==> src/rtl/core/quic_packet_pacer_defines.svh <==
// Assertion helpers used by the pacer top module.
`ifndef QUIC_PACKET_PACER_DEFINES_SVH
`define QUIC_PACKET_PACER_DEFINES_SVH

// Same-cycle implication, checked outside reset.
`define QPP_ASSERT_NOW(label, ante, cons) \
    label: assert property (@(posedge clk) disable iff (!rst_n) (ante) |-> (cons)) \
        else $error("pacer check failed");

// Next-cycle implication, checked outside reset.
`define QPP_ASSERT_NEXT(label, ante, cons) \
    label: assert property (@(posedge clk) disable iff (!rst_n) (ante) |=> (cons)) \
        else $error("pacer check failed");

`endif

==> src/rtl/core/qpp_pkg.sv <==
// ----------------------------------------------------------------------------
// qpp_pkg
// Types and constants shared by the packet pacer modules.
// ----------------------------------------------------------------------------
package qpp_pkg;

    localparam logic [1:0]  BURST_REFILL   = 2'd2;
    localparam logic [51:0] USEC_PER_SEC   = 52'd1000000;
    localparam logic [31:0] MAX_DELAY      = 32'hFFFF_FFFF;
    localparam logic [63:0] MIN_BW         = 64'd150000;
    localparam logic [63:0] EARLY_SLACK_US = 64'd1000;
    localparam logic [31:0] LUMPY_TWO_CWND = 32'd9600;
    localparam logic [31:0] RTT_RESET      = 32'd250000;
    localparam logic [63:0] RATE_DIVISOR   = 64'd10;

    localparam logic CFG_BBR_MODE    = 1'b0;
    localparam logic CFG_INITIAL_RTT = 1'b1;

    localparam logic FUNC_SENT  = 1'b0;
    localparam logic FUNC_QUERY = 1'b1;

    typedef struct packed {
        logic        func;
        logic [61:0] now_us;
        logic [31:0] cwnd_bytes;
        logic [31:0] srtt_us;
        logic [31:0] inflight_bytes;
        logic [15:0] packet_bytes;
        logic [39:0] cc_pacing_rate;
        logic [39:0] cc_bw_estimate;
        logic        slow_start;
        logic        timer_armed;
    } in_item_t;

    typedef struct packed {
        logic        write_ok;
        logic        arm_timer;
        logic [61:0] timer_deadline_us;
    } out_item_t;

    typedef enum logic [1:0] {
        DIV_CPR,
        DIV_DLY
    } div_sel_t;

    typedef enum logic [1:0] {
        RATE_CC,
        RATE_DOUBLE,
        RATE_TEN
    } rate_sel_t;

    typedef struct packed {
        logic      idle;
        logic      load_item;
        logic      calc_prod;
        logic      prod_pkt;
        logic      div_start;
        div_sel_t  div_sel;
        logic      ten_start;
        logic      cap_cpr;
        logic      set_rate;
        rate_sel_t rate_sel;
        logic      set_delay;
        logic      delay_max;
        logic      update;
    } ctrl_cmd_t;

    typedef struct packed {
        logic func;
        logic burst_nonzero;
        logic bbr;
        logic slow_start;
        logic rate_zero;
        logic div_done;
        logic div_busy;
        logic ten_done;
        logic out_free;
    } dp_status_t;

endpackage

==> src/rtl/core/qpp_div.sv <==
// ----------------------------------------------------------------------------
// qpp_div
// Shared 64-bit restoring divider, one quotient bit per cycle.
// ----------------------------------------------------------------------------
module qpp_div
    import qpp_pkg::*;
(
    input  logic        clk,
    input  logic        rst_n,
    input  logic        start,
    input  logic [63:0] dividend,
    input  logic [63:0] divisor,
    output logic        busy,
    output logic        done,
    output logic [63:0] quotient
);

    logic        busy_reg;
    logic        done_reg;
    logic [5:0]  cnt_reg;
    logic [63:0] rem_reg;
    logic [63:0] quo_reg;
    logic [63:0] dvs_reg;
    logic [64:0] trial;
    logic [64:0] diff;

    assign trial = {rem_reg, quo_reg[63]};
    assign diff  = trial - {1'b0, dvs_reg};

    always_ff @(posedge clk or negedge rst_n)
    begin
        if (!rst_n)
        begin
            busy_reg <= 1'b0;
            done_reg <= 1'b0;
            cnt_reg  <= '0;
        end
        else
        begin
            done_reg <= 1'b0;
            if (start)
            begin
                busy_reg <= 1'b1;
                cnt_reg  <= '0;
            end
            else if (busy_reg)
            begin
                cnt_reg <= cnt_reg + 6'd1;
                if (cnt_reg == 6'd63)
                begin
                    busy_reg <= 1'b0;
                    done_reg <= 1'b1;
                end
            end
        end
    end

    always_ff @(posedge clk)
    begin
        if (start)
        begin
            rem_reg <= '0;
            quo_reg <= dividend;
            dvs_reg <= divisor;
        end
        else if (busy_reg)
        begin
            if (!diff[64])
            begin
                rem_reg <= diff[63:0];
                quo_reg <= {quo_reg[62:0], 1'b1};
            end
            else
            begin
                rem_reg <= trial[63:0];
                quo_reg <= {quo_reg[62:0], 1'b0};
            end
        end
    end

    assign busy     = busy_reg;
    assign done     = done_reg;
    assign quotient = quo_reg;

endmodule

==> src/rtl/core/qpp_datapath.sv <==
// ----------------------------------------------------------------------------
// qpp_datapath
// Item and token registers, rate and delay arithmetic, result register.
// ----------------------------------------------------------------------------
module qpp_datapath
    import qpp_pkg::*;
(
    input  logic        clk,
    input  logic        rst_n,
    input  ctrl_cmd_t   cmd,
    output dp_status_t  stat,
    input  in_item_t    in_data,
    input  logic        cfg_we,
    input  logic        cfg_index,
    input  logic [31:0] cfg_data,
    output logic        out_valid,
    input  logic        out_ready,
    output out_item_t   out_data
);

    in_item_t    item_reg;
    logic        bbr_reg;
    logic [31:0] init_rtt_reg;
    logic [1:0]  burst_reg;
    logic [1:0]  lumpy_reg;
    logic        rlim_reg;
    logic [63:0] ideal_reg;
    logic [51:0] prod_reg;
    logic [63:0] cpr_reg;
    logic [63:0] rate_reg;
    logic [31:0] delay_reg;
    logic        out_valid_reg;
    out_item_t   out_reg;
    logic [63:0] ten_n_reg;
    logic [63:0] ten_q_reg;
    logic [2:0]  ten_cnt_reg;
    logic        ten_busy_reg;
    logic        ten_done_reg;

    logic [31:0] eff_rtt;
    logic [51:0] mult_a;
    logic [63:0] div_a;
    logic [63:0] div_b;
    logic        div_busy;
    logic        div_done;
    logic [63:0] div_q;
    logic [63:0] next_rate;

    logic [1:0]  burst_next;
    logic [1:0]  lumpy_next;
    logic        rlim_next;
    logic [63:0] ideal_next;
    out_item_t   result;
    logic [1:0]  lumpy_fill;
    logic [63:0] bw;
    logic [63:0] sum_a;
    logic [63:0] sum_b;
    logic [1:0]  qburst;
    logic        inflight_zero;

    always_comb
    begin
        if (item_reg.srtt_us != 32'd0)
            eff_rtt = item_reg.srtt_us;
        else if (init_rtt_reg != 32'd0)
            eff_rtt = init_rtt_reg;
        else
            eff_rtt = 32'd1;

        mult_a = cmd.prod_pkt ? {36'd0, item_reg.packet_bytes} : {20'd0, item_reg.cwnd_bytes};

        case (cmd.div_sel)
            DIV_CPR:
            begin
                div_a = {12'd0, prod_reg};
                div_b = {32'd0, eff_rtt};
            end
            DIV_DLY:
            begin
                div_a = {12'd0, prod_reg};
                div_b = rate_reg;
            end
            default:
            begin
                div_a = {12'd0, prod_reg};
                div_b = 64'd1;
            end
        endcase

        case (cmd.rate_sel)
            RATE_CC:     next_rate = {24'd0, item_reg.cc_pacing_rate};
            RATE_DOUBLE: next_rate = {cpr_reg[62:0], 1'b0};
            RATE_TEN:    next_rate = ten_q_reg;
            default:     next_rate = ten_q_reg;
        endcase
    end

    qpp_div u_div (
        .clk      (clk),
        .rst_n    (rst_n),
        .start    (cmd.div_start),
        .dividend (div_a),
        .divisor  (div_b),
        .busy     (div_busy),
        .done     (div_done),
        .quotient (div_q)
    );

    // Division of twelve times the window rate by ten, as a shift-and-add
    // estimate of n * 0.8 / 8 followed by a one-step remainder correction.
    always_ff @(posedge clk or negedge rst_n)
    begin
        if (!rst_n)
        begin
            ten_busy_reg <= 1'b0;
            ten_done_reg <= 1'b0;
            ten_cnt_reg  <= '0;
        end
        else
        begin
            ten_done_reg <= 1'b0;
            if (cmd.ten_start)
            begin
                ten_busy_reg <= 1'b1;
                ten_cnt_reg  <= '0;
            end
            else if (ten_busy_reg)
            begin
                ten_cnt_reg <= ten_cnt_reg + 3'd1;
                if (ten_cnt_reg == 3'd7)
                begin
                    ten_busy_reg <= 1'b0;
                    ten_done_reg <= 1'b1;
                end
            end
        end
    end

    always_ff @(posedge clk)
    begin
        if (cmd.ten_start)
            ten_n_reg <= (cpr_reg << 3) + (cpr_reg << 2);
        else if (ten_busy_reg)
        begin
            case (ten_cnt_reg)
                3'd0:    ten_q_reg <= (ten_n_reg >> 1) + (ten_n_reg >> 2);
                3'd1:    ten_q_reg <= ten_q_reg + (ten_q_reg >> 4);
                3'd2:    ten_q_reg <= ten_q_reg + (ten_q_reg >> 8);
                3'd3:    ten_q_reg <= ten_q_reg + (ten_q_reg >> 16);
                3'd4:    ten_q_reg <= ten_q_reg + (ten_q_reg >> 32);
                3'd5:    ten_q_reg <= ten_q_reg >> 3;
                3'd6:    ten_n_reg <= ten_n_reg - ((ten_q_reg << 3) + (ten_q_reg << 1));
                default: ten_q_reg <= ten_q_reg + {63'd0, (ten_n_reg >= RATE_DIVISOR)};
            endcase
        end
    end

    always_comb
    begin
        burst_next    = burst_reg;
        lumpy_next    = lumpy_reg;
        rlim_next     = rlim_reg;
        ideal_next    = ideal_reg;
        result        = '0;
        inflight_zero = (item_reg.inflight_bytes == 32'd0);
        qburst        = inflight_zero ? BURST_REFILL : burst_reg;
        bw            = bbr_reg ? {24'd0, item_reg.cc_bw_estimate} : cpr_reg;
        if (bw < MIN_BW || item_reg.cwnd_bytes < LUMPY_TWO_CWND)
            lumpy_fill = 2'd1;
        else
            lumpy_fill = 2'd2;
        sum_a = ideal_reg + {32'd0, delay_reg};
        sum_b = {2'b00, item_reg.now_us} + {32'd0, delay_reg};

        if (item_reg.func == FUNC_SENT)
        begin
            if (burst_reg != 2'd0)
            begin
                burst_next = burst_reg - 2'd1;
                rlim_next  = 1'b0;
            end
            else
            begin
                if (!rlim_reg || lumpy_reg == 2'd0)
                    lumpy_next = lumpy_fill - 2'd1;
                else
                    lumpy_next = lumpy_reg - 2'd1;
                if (rlim_reg || sum_a > sum_b)
                    ideal_next = sum_a;
                else
                    ideal_next = sum_b;
                rlim_next = ({1'b0, item_reg.inflight_bytes} + {17'd0, item_reg.packet_bytes})
                            < {1'b0, item_reg.cwnd_bytes};
            end
        end
        else
        begin
            burst_next = qburst;
            if (item_reg.timer_armed)
                result.write_ok = 1'b0;
            else if (item_reg.inflight_bytes >= item_reg.cwnd_bytes)
                result.write_ok = 1'b0;
            else if (qburst != 2'd0 || inflight_zero || lumpy_reg != 2'd0)
                result.write_ok = 1'b1;
            else if (ideal_reg > ({2'b00, item_reg.now_us} + EARLY_SLACK_US))
            begin
                result.arm_timer         = 1'b1;
                result.timer_deadline_us = ideal_reg[61:0];
            end
            else
                result.write_ok = 1'b1;
        end
    end

    always_ff @(posedge clk or negedge rst_n)
    begin
        if (!rst_n)
        begin
            bbr_reg       <= 1'b0;
            init_rtt_reg  <= RTT_RESET;
            burst_reg     <= '0;
            lumpy_reg     <= '0;
            rlim_reg      <= 1'b0;
            ideal_reg     <= '0;
            out_valid_reg <= 1'b0;
        end
        else
        begin
            if (cfg_we)
            begin
                case (cfg_index)
                    CFG_BBR_MODE:    bbr_reg      <= cfg_data[0];
                    CFG_INITIAL_RTT: init_rtt_reg <= cfg_data;
                    default:         bbr_reg      <= bbr_reg;
                endcase
            end
            if (cmd.update)
            begin
                burst_reg     <= burst_next;
                lumpy_reg     <= lumpy_next;
                rlim_reg      <= rlim_next;
                ideal_reg     <= ideal_next;
                out_valid_reg <= 1'b1;
            end
            else if (out_valid_reg && out_ready)
                out_valid_reg <= 1'b0;
        end
    end

    always_ff @(posedge clk)
    begin
        if (cmd.load_item)
            item_reg <= in_data;
        if (cmd.calc_prod)
            prod_reg <= mult_a * USEC_PER_SEC;
        if (cmd.cap_cpr)
            cpr_reg <= div_q;
        if (cmd.set_rate)
            rate_reg <= next_rate;
        if (cmd.set_delay)
            delay_reg <= (cmd.delay_max || div_q[63:32] != 32'd0) ? MAX_DELAY : div_q[31:0];
        if (cmd.update)
            out_reg <= result;
    end

    assign stat.func          = item_reg.func;
    assign stat.burst_nonzero = (burst_reg != 2'd0);
    assign stat.bbr           = bbr_reg;
    assign stat.slow_start    = item_reg.slow_start;
    assign stat.rate_zero     = (rate_reg == 64'd0);
    assign stat.div_done      = div_done;
    assign stat.div_busy      = div_busy;
    assign stat.ten_done      = ten_done_reg;
    assign stat.out_free      = !out_valid_reg || out_ready;

    assign out_valid = out_valid_reg;
    assign out_data  = out_reg;

endmodule

==> src/rtl/core/qpp_ctrl.sv <==
// ----------------------------------------------------------------------------
// qpp_ctrl
// Sequencer for one pacer item: rate, delay and state update steps.
// ----------------------------------------------------------------------------
module qpp_ctrl
    import qpp_pkg::*;
(
    input  logic       clk,
    input  logic       rst_n,
    input  logic       in_valid,
    input  dp_status_t stat,
    output ctrl_cmd_t  cmd
);

    typedef enum logic [3:0] {
        S_IDLE,
        S_DISPATCH,
        S_MUL_CWND,
        S_DIV_CPR,
        S_WAIT_CPR,
        S_RATE_SEL,
        S_WAIT_TEN,
        S_RATE_CHK,
        S_MUL_PKT,
        S_DIV_DLY,
        S_WAIT_DLY,
        S_UPDATE
    } state_t;

    state_t state_reg;
    state_t state_next;

    always_comb
    begin
        cmd        = '0;
        state_next = state_reg;
        case (state_reg)
            S_IDLE:
            begin
                cmd.idle = 1'b1;
                if (in_valid)
                begin
                    cmd.load_item = 1'b1;
                    state_next    = S_DISPATCH;
                end
            end
            S_DISPATCH:
            begin
                if (stat.func == FUNC_QUERY || stat.burst_nonzero)
                    state_next = S_UPDATE;
                else if (stat.bbr)
                begin
                    cmd.set_rate = 1'b1;
                    cmd.rate_sel = RATE_CC;
                    state_next   = S_RATE_CHK;
                end
                else
                    state_next = S_MUL_CWND;
            end
            S_MUL_CWND:
            begin
                cmd.calc_prod = 1'b1;
                state_next    = S_DIV_CPR;
            end
            S_DIV_CPR:
            begin
                cmd.div_start = 1'b1;
                cmd.div_sel   = DIV_CPR;
                state_next    = S_WAIT_CPR;
            end
            S_WAIT_CPR:
            begin
                if (stat.div_done)
                begin
                    cmd.cap_cpr = 1'b1;
                    state_next  = S_RATE_SEL;
                end
            end
            S_RATE_SEL:
            begin
                if (stat.slow_start)
                begin
                    cmd.set_rate = 1'b1;
                    cmd.rate_sel = RATE_DOUBLE;
                    state_next   = S_RATE_CHK;
                end
                else
                begin
                    cmd.ten_start = 1'b1;
                    state_next    = S_WAIT_TEN;
                end
            end
            S_WAIT_TEN:
            begin
                if (stat.ten_done)
                begin
                    cmd.set_rate = 1'b1;
                    cmd.rate_sel = RATE_TEN;
                    state_next   = S_RATE_CHK;
                end
            end
            S_RATE_CHK:
            begin
                if (stat.rate_zero)
                begin
                    cmd.set_delay = 1'b1;
                    cmd.delay_max = 1'b1;
                    state_next    = S_UPDATE;
                end
                else
                    state_next = S_MUL_PKT;
            end
            S_MUL_PKT:
            begin
                cmd.calc_prod = 1'b1;
                cmd.prod_pkt  = 1'b1;
                state_next    = S_DIV_DLY;
            end
            S_DIV_DLY:
            begin
                cmd.div_start = 1'b1;
                cmd.div_sel   = DIV_DLY;
                state_next    = S_WAIT_DLY;
            end
            S_WAIT_DLY:
            begin
                cmd.div_sel = DIV_DLY;
                if (stat.div_done)
                begin
                    cmd.set_delay = 1'b1;
                    state_next    = S_UPDATE;
                end
            end
            S_UPDATE:
            begin
                if (stat.out_free)
                begin
                    cmd.update = 1'b1;
                    state_next = S_IDLE;
                end
            end
            default:
            begin
                state_next = S_IDLE;
            end
        endcase
    end

    always_ff @(posedge clk or negedge rst_n)
    begin
        if (!rst_n)
            state_reg <= S_IDLE;
        else
            state_reg <= state_next;
    end

endmodule

==> src/rtl/core/quic_packet_pacer.sv <==
// ----------------------------------------------------------------------------
// quic_packet_pacer
// Packet pacer with burst and lumpy tokens and an ideal send time.
//
//   channel   signals                          payload
//   in        in_valid / in_ready              in_data   (in_item_t)
//   out       out_valid / out_ready            out_data  (out_item_t)
//   cfg       cfg_we, cfg_index                cfg_data  (32 bits)
//
// A query or a burst-token send passes through the dispatch and update states;
// the result is registered in the update state once the output is free. A paced
// send runs the shared divider for the window rate outside BBR mode and for the
// delay; outside BBR mode and slow start an 8-step divide by ten is added; a zero rate skips the delay division.
// Reset clears all tokens and the ideal send time; no clearing pass.
// A new beat is accepted while the previous result waits on out_ready.
// ----------------------------------------------------------------------------
`include "quic_packet_pacer_defines.svh"

module quic_packet_pacer
    import qpp_pkg::*;
(
    input  logic        clk,
    input  logic        rst_n,
    input  logic        in_valid,
    output logic        in_ready,
    input  in_item_t    in_data,
    output logic        out_valid,
    input  logic        out_ready,
    output out_item_t   out_data,
    input  logic        cfg_we,
    input  logic        cfg_index,
    input  logic [31:0] cfg_data
);

    ctrl_cmd_t  cmd;
    dp_status_t stat;

    qpp_ctrl u_ctrl (
        .clk      (clk),
        .rst_n    (rst_n),
        .in_valid (in_valid),
        .stat     (stat),
        .cmd      (cmd)
    );

    qpp_datapath u_dp (
        .clk       (clk),
        .rst_n     (rst_n),
        .cmd       (cmd),
        .stat      (stat),
        .in_data   (in_data),
        .cfg_we    (cfg_we),
        .cfg_index (cfg_index),
        .cfg_data  (cfg_data),
        .out_valid (out_valid),
        .out_ready (out_ready),
        .out_data  (out_data)
    );

    assign in_ready = cmd.idle;

    `QPP_ASSERT_NEXT(a_busy_after_accept, in_valid && in_ready, !in_ready)
    `QPP_ASSERT_NOW(a_no_accept_while_dividing, stat.div_busy, !in_ready)
    `QPP_ASSERT_NEXT(a_update_shows_result, cmd.update, out_valid)

endmodule

==> config.mk <==
export PLATFORM = sky130hd
export DESIGN_NAME = quic_packet_pacer
export DESIGN_NICKNAME = d
export VERILOG_FILES = /design/src/rtl/core/qpp_pkg.sv /design/src/rtl/core/qpp_div.sv /design/src/rtl/core/qpp_datapath.sv /design/src/rtl/core/qpp_ctrl.sv /design/src/rtl/core/quic_packet_pacer.sv
export VERILOG_INCLUDE_DIRS = /design/src /design/src/rtl/core
export SDC_FILE = /design/constraint.sdc
export NUM_CORES = 2
export LEC_CHECK = 0
export BUFFER_PORTS_ARGS = -buffer_cell sky130_fd_sc_hd__buf_4
export CAP_MARGIN = 20
export CORE_MARGIN = 2
export CORE_UTILIZATION = 65
export DETAILED_ROUTE_END_ITERATION = 12
export PLACE_DENSITY_LB_ADDON = 0.1
export SETUP_SLACK_MARGIN = 0.5
export SYNTH_ARGS = -nofsm -noshare
export SYNTH_HDL_FRONTEND = slang
export SYNTH_SLANG_ARGS = --single-unit
==> constraint.sdc <==
create_clock -name clk -period 22.2 [get_ports clk]
set_clock_uncertainty 0.05 [all_clocks]
set_input_delay 4.44 -clock clk [delete_from_list [all_inputs] [get_ports clk]]
set_output_delay 4.44 -clock clk [all_outputs]
set_load 0.01 [all_outputs]
==> insert_results.sql <==
INSERT INTO impl_metrics (metric_group, metric, value, unit) VALUES
('synthesis', 'postSynthAreaPerCell', '9.55', 'um^2'),
('clock_tree', 'postCtsResizedCells', '0', ''),
('worst_setup_path', 'worst_setup_path_start_kind', 'flip-flop', ''),
('sta', 'max_freq', '0.109', 'GHz'),
('clock_tree', 'cts_max_level', '3', ''),
('grt', 'wire_length_of_the_first_global_routing_pass', '345000', 'um'),
('worst_setup_path', 'crit_slowest_cell', 'o311ai_0', ''),
('die', 'rows', '124', ''),
('synthesis', 'post_synth_num_cell_types', '99', ''),
('drt', 'via_per_inst', '6.51', ''),
('worst_hold_path', 'timing.hold.worst.start', 'u_dp.u_div.rem_reg[36]', ''),
('job', 'cap_violations', '0', ''),
('drt', 'drc_errors', '0', ''),
('worst_setup_path', 'timing.reg2reg.worst_path_depth', '26', ''),
('drt', 'route.final.wire_length', '227000', 'um'),
('die', 'design.portCount', '361', ''),
('grt', 'grt_antenna_before_repair', '8', ''),
('sta', 'period_needed', '9180', 'ps'),
('clock_tree', 'number_of_cts_inserted_buffers', '103', ''),
('worst_setup_path', 'critical-path-top-delay-family', 'compound AO/OA/AOI/OAI gates', ''),
('worst_setup_path', 'rr_endpoint', 'u_dp.prod_reg[50]', ''),
('synthesis', 'ys.warnings.count', '0', ''),
('drt', 'num_vias', '63000', ''),
('sta', 'layout_worst_path_cycle_share', '41.3', '%'),
('synthesis', 'post_synth_edffs', '767', ''),
('finish', 'multi_input_comb_area', '44600', 'um^2'),
('clock_tree', 'clk_latency', '750', 'ps'),
('sta', 'max-slew-margin-rel', '24.4', '%'),
('placed_design', 'finalWeightedCongestion', '1.00', ''),
('worst_setup_path', 'timing.critical_path.buf_inv', '4', ''),
('die', 'fp.dieArea', '119000', 'um^2'),
('die', 'placeableCoreArea', '115000', 'um^2'),
('synthesis', 'ys_dominant_reg_cell', 'edfxtp_1', ''),
('worst_setup_path', 'worst_ep_required_time', '22610', 'ps'),
('placed_design', 'place_area', '79200', 'um^2'),
('worst_setup_path', 'slowest_delay', '750', 'ps'),
('sta', 'timing.final.hold_violations', '0', ''),
('die', 'chipHeight', '344', 'um'),
('sta', 'report.final.slew_viol_count', '0', ''),
('worst_setup_path', 'critical_path.most_common_cell', 'fa_1', ''),
('finish', 'area_growth_syn_to_layout', '9.75', '%'),
('sta', 'setup_failing_eps_final', '0', ''),
('drt', 'dr.pass1.iters', '8', ''),
('sta', 'setup_total_negative_slack', '0', 'ps'),
('finish', 'layout.nets', '9333', ''),
('synthesis', 'synth_fp_nets', '9131', ''),
('finish', 'number_of_flip_flops_under_the_largest_register_name', '251', ''),
('synthesis', 'asyncSetResetFlopFracSynth', '12.5', '%'),
('clock_tree', 'cts_setup_buffers', '0', ''),
('synthesis', 'synth.cell_area', '75200', 'um^2'),
('placed_design', 'place_hpwl', '175000', 'um'),
('worst_hold_path', 'hp-class', 'reg2reg', ''),
('worst_setup_path', 'critical_path_class', 'reg2reg', ''),
('synthesis', 'register_bit_total_from_synthesis', '963', ''),
('sta', 'holdWs', '420', 'ps'),
('worst_setup_path', 'r2r-start', 'u_ctrl.state_reg[2]', ''),
('worst_setup_path', 'critPathMaxFanout', '32', ''),
('status', 'status', 'finished clean', ''),
('finish', 'final-seq-area', '27600', 'um^2'),
('synthesis', 'synth.top_cells.by_area', 'edfxtp_1, ha_1, fa_1, a21oi_1, xnor2_1', ''),
('synthesis', 'synth_top_cell_area_share', '30.6', '%'),
('synthesis', 'yosysSeqAreaShare', '36.6', '%'),
('clock_tree', 'clkSinkCount', '963', ''),
('die', 'effective_utilization_at_floorplan', '65.6', '%'),
('synthesis', 'netlist.top_cell.by_area', 'edfxtp_1', ''),
('finish', 'final.fill_count', '8621', ''),
('clock_tree', 'cts_buffer_depth', '3', ''),
('worst_setup_path', 'reg2reg_setup_slack', '13020', 'ps'),
('worst_setup_path', 'worstSetupEndpointType', 'flip-flop', ''),
('grt', 'gr-total-overflow', '0', ''),
('worst_hold_path', 'worst_hold_path_ep', 'u_dp.u_div.rem_reg[36]', '');
## per-layer routing
layer | vias to the layer above | global-route usage [%] | part of all wire (%)
met2 | 2974 | 59.0 | 45
met5 | - | 0.280 | 0.025
met1 | 30200 | 49.6 | 40
met4 | 10 | 16.9 | 5.0
li1 | 29200 | - | -
met3 | 607 | 8.71 | 9.7
## metrics by stage
step / std cells / setup slack, ps / utilization (%)
after floorplan: 7877 / 11350 / -
after global placement: 9484 / 13390 / 69.1
after detailed placement: 9484 / 13340 / 69.1
after CTS: 9676 / 13260 / 72.0
after global routing: 9678 / 12560 / 72.0
final: 9681 / 13020 / 72.0
## kinds of logic (layout without fill, tap and decap cells)
kind of cell | Yosys count | count (layout) | synth area share, %
AO/OA/AOI/OAI | 2213 | 2213 | 18.8
adder cells (fa/ha/maj) | 962 | 962 | 17.8
flip-flops | 963 | 963 | 36.6
other | 0 | 3 | 0
AND/OR/NAND/NOR | 2210 | 2210 | 14.2
multiplexers | 113 | 113 | 1.56
buffers and inverters | 844 | 1133 | 4.29
XOR/XNOR | 572 | 572 | 6.66
## worst max path at each step
stage,start,endpoint,cells past startpoint
after floorplan,in_valid,u_dp.item_reg[0],1
after global placement,u_ctrl.state_reg[2],u_dp.prod_reg[50],26
after detailed placement,u_ctrl.state_reg[2],u_dp.prod_reg[50],26
after CTS,u_ctrl.state_reg[2],u_dp.prod_reg[50],26
after global routing,u_ctrl.state_reg[2],u_dp.prod_reg[50],26
final,u_ctrl.state_reg[2],u_dp.prod_reg[50],26
## layout by cell type (no fill, tap or decap), drive strengths merged, types with 101 or more instances in the layout
cell type	n
buf	418
xnor2	347
and2	151
edfxtp	767
nand4	166
nand2	732
nor2	432
dfrtp	113
nand2b	101
a21oi	678
xor2	225
inv	526
ha	777
a21o	293
a22oi	155
fa	182
clkbuf	129
o21ai	470
nand3	180
## synthesized netlist by cell type (all sizes together), types with 18 or more instances
master and count:
a211o 23, a211oi 51, a21o 293, a21oi 678, a221o 22, a221oi 22
a22o 37, a22oi 155, a31oi 66, and2 151, and3 74, and4 23
buf 60, clkbuf 261, dfrtp 113, dfxtp 76, edfxtp 767, fa 182
ha 777, inv 519, mux2 35, mux2i 78, nand2 732, nand2b 101
nand3 180, nand4 166, nor2 432, nor2b 81, nor3 94, nor4 94
o211ai 34, o21a 48, o21ai 470, o21bai 83, o221ai 18, o31ai 30
or2 19, or3 25, xnor2 347, xor2 225
## layout make-up
cell class	count	share of cell area, %
repair buffers	418	3.82
inverters	523	2.38
diodes	3	0.00909
clock buffers	129	3.31
multi-input cells	6070	54.0
flip-flops and latches	963	33.4
well taps	1512	2.29
clock inverters	63	0.783
## tightest hold or removal path: stages, from the launching register on
cell	delay, ps
dfxtp_1	320
nand2_1	50
o21ai_1	50
Power is not shown: default switching activity piles up to over one toggle a cycle in this logic, so the estimate is an artifact.
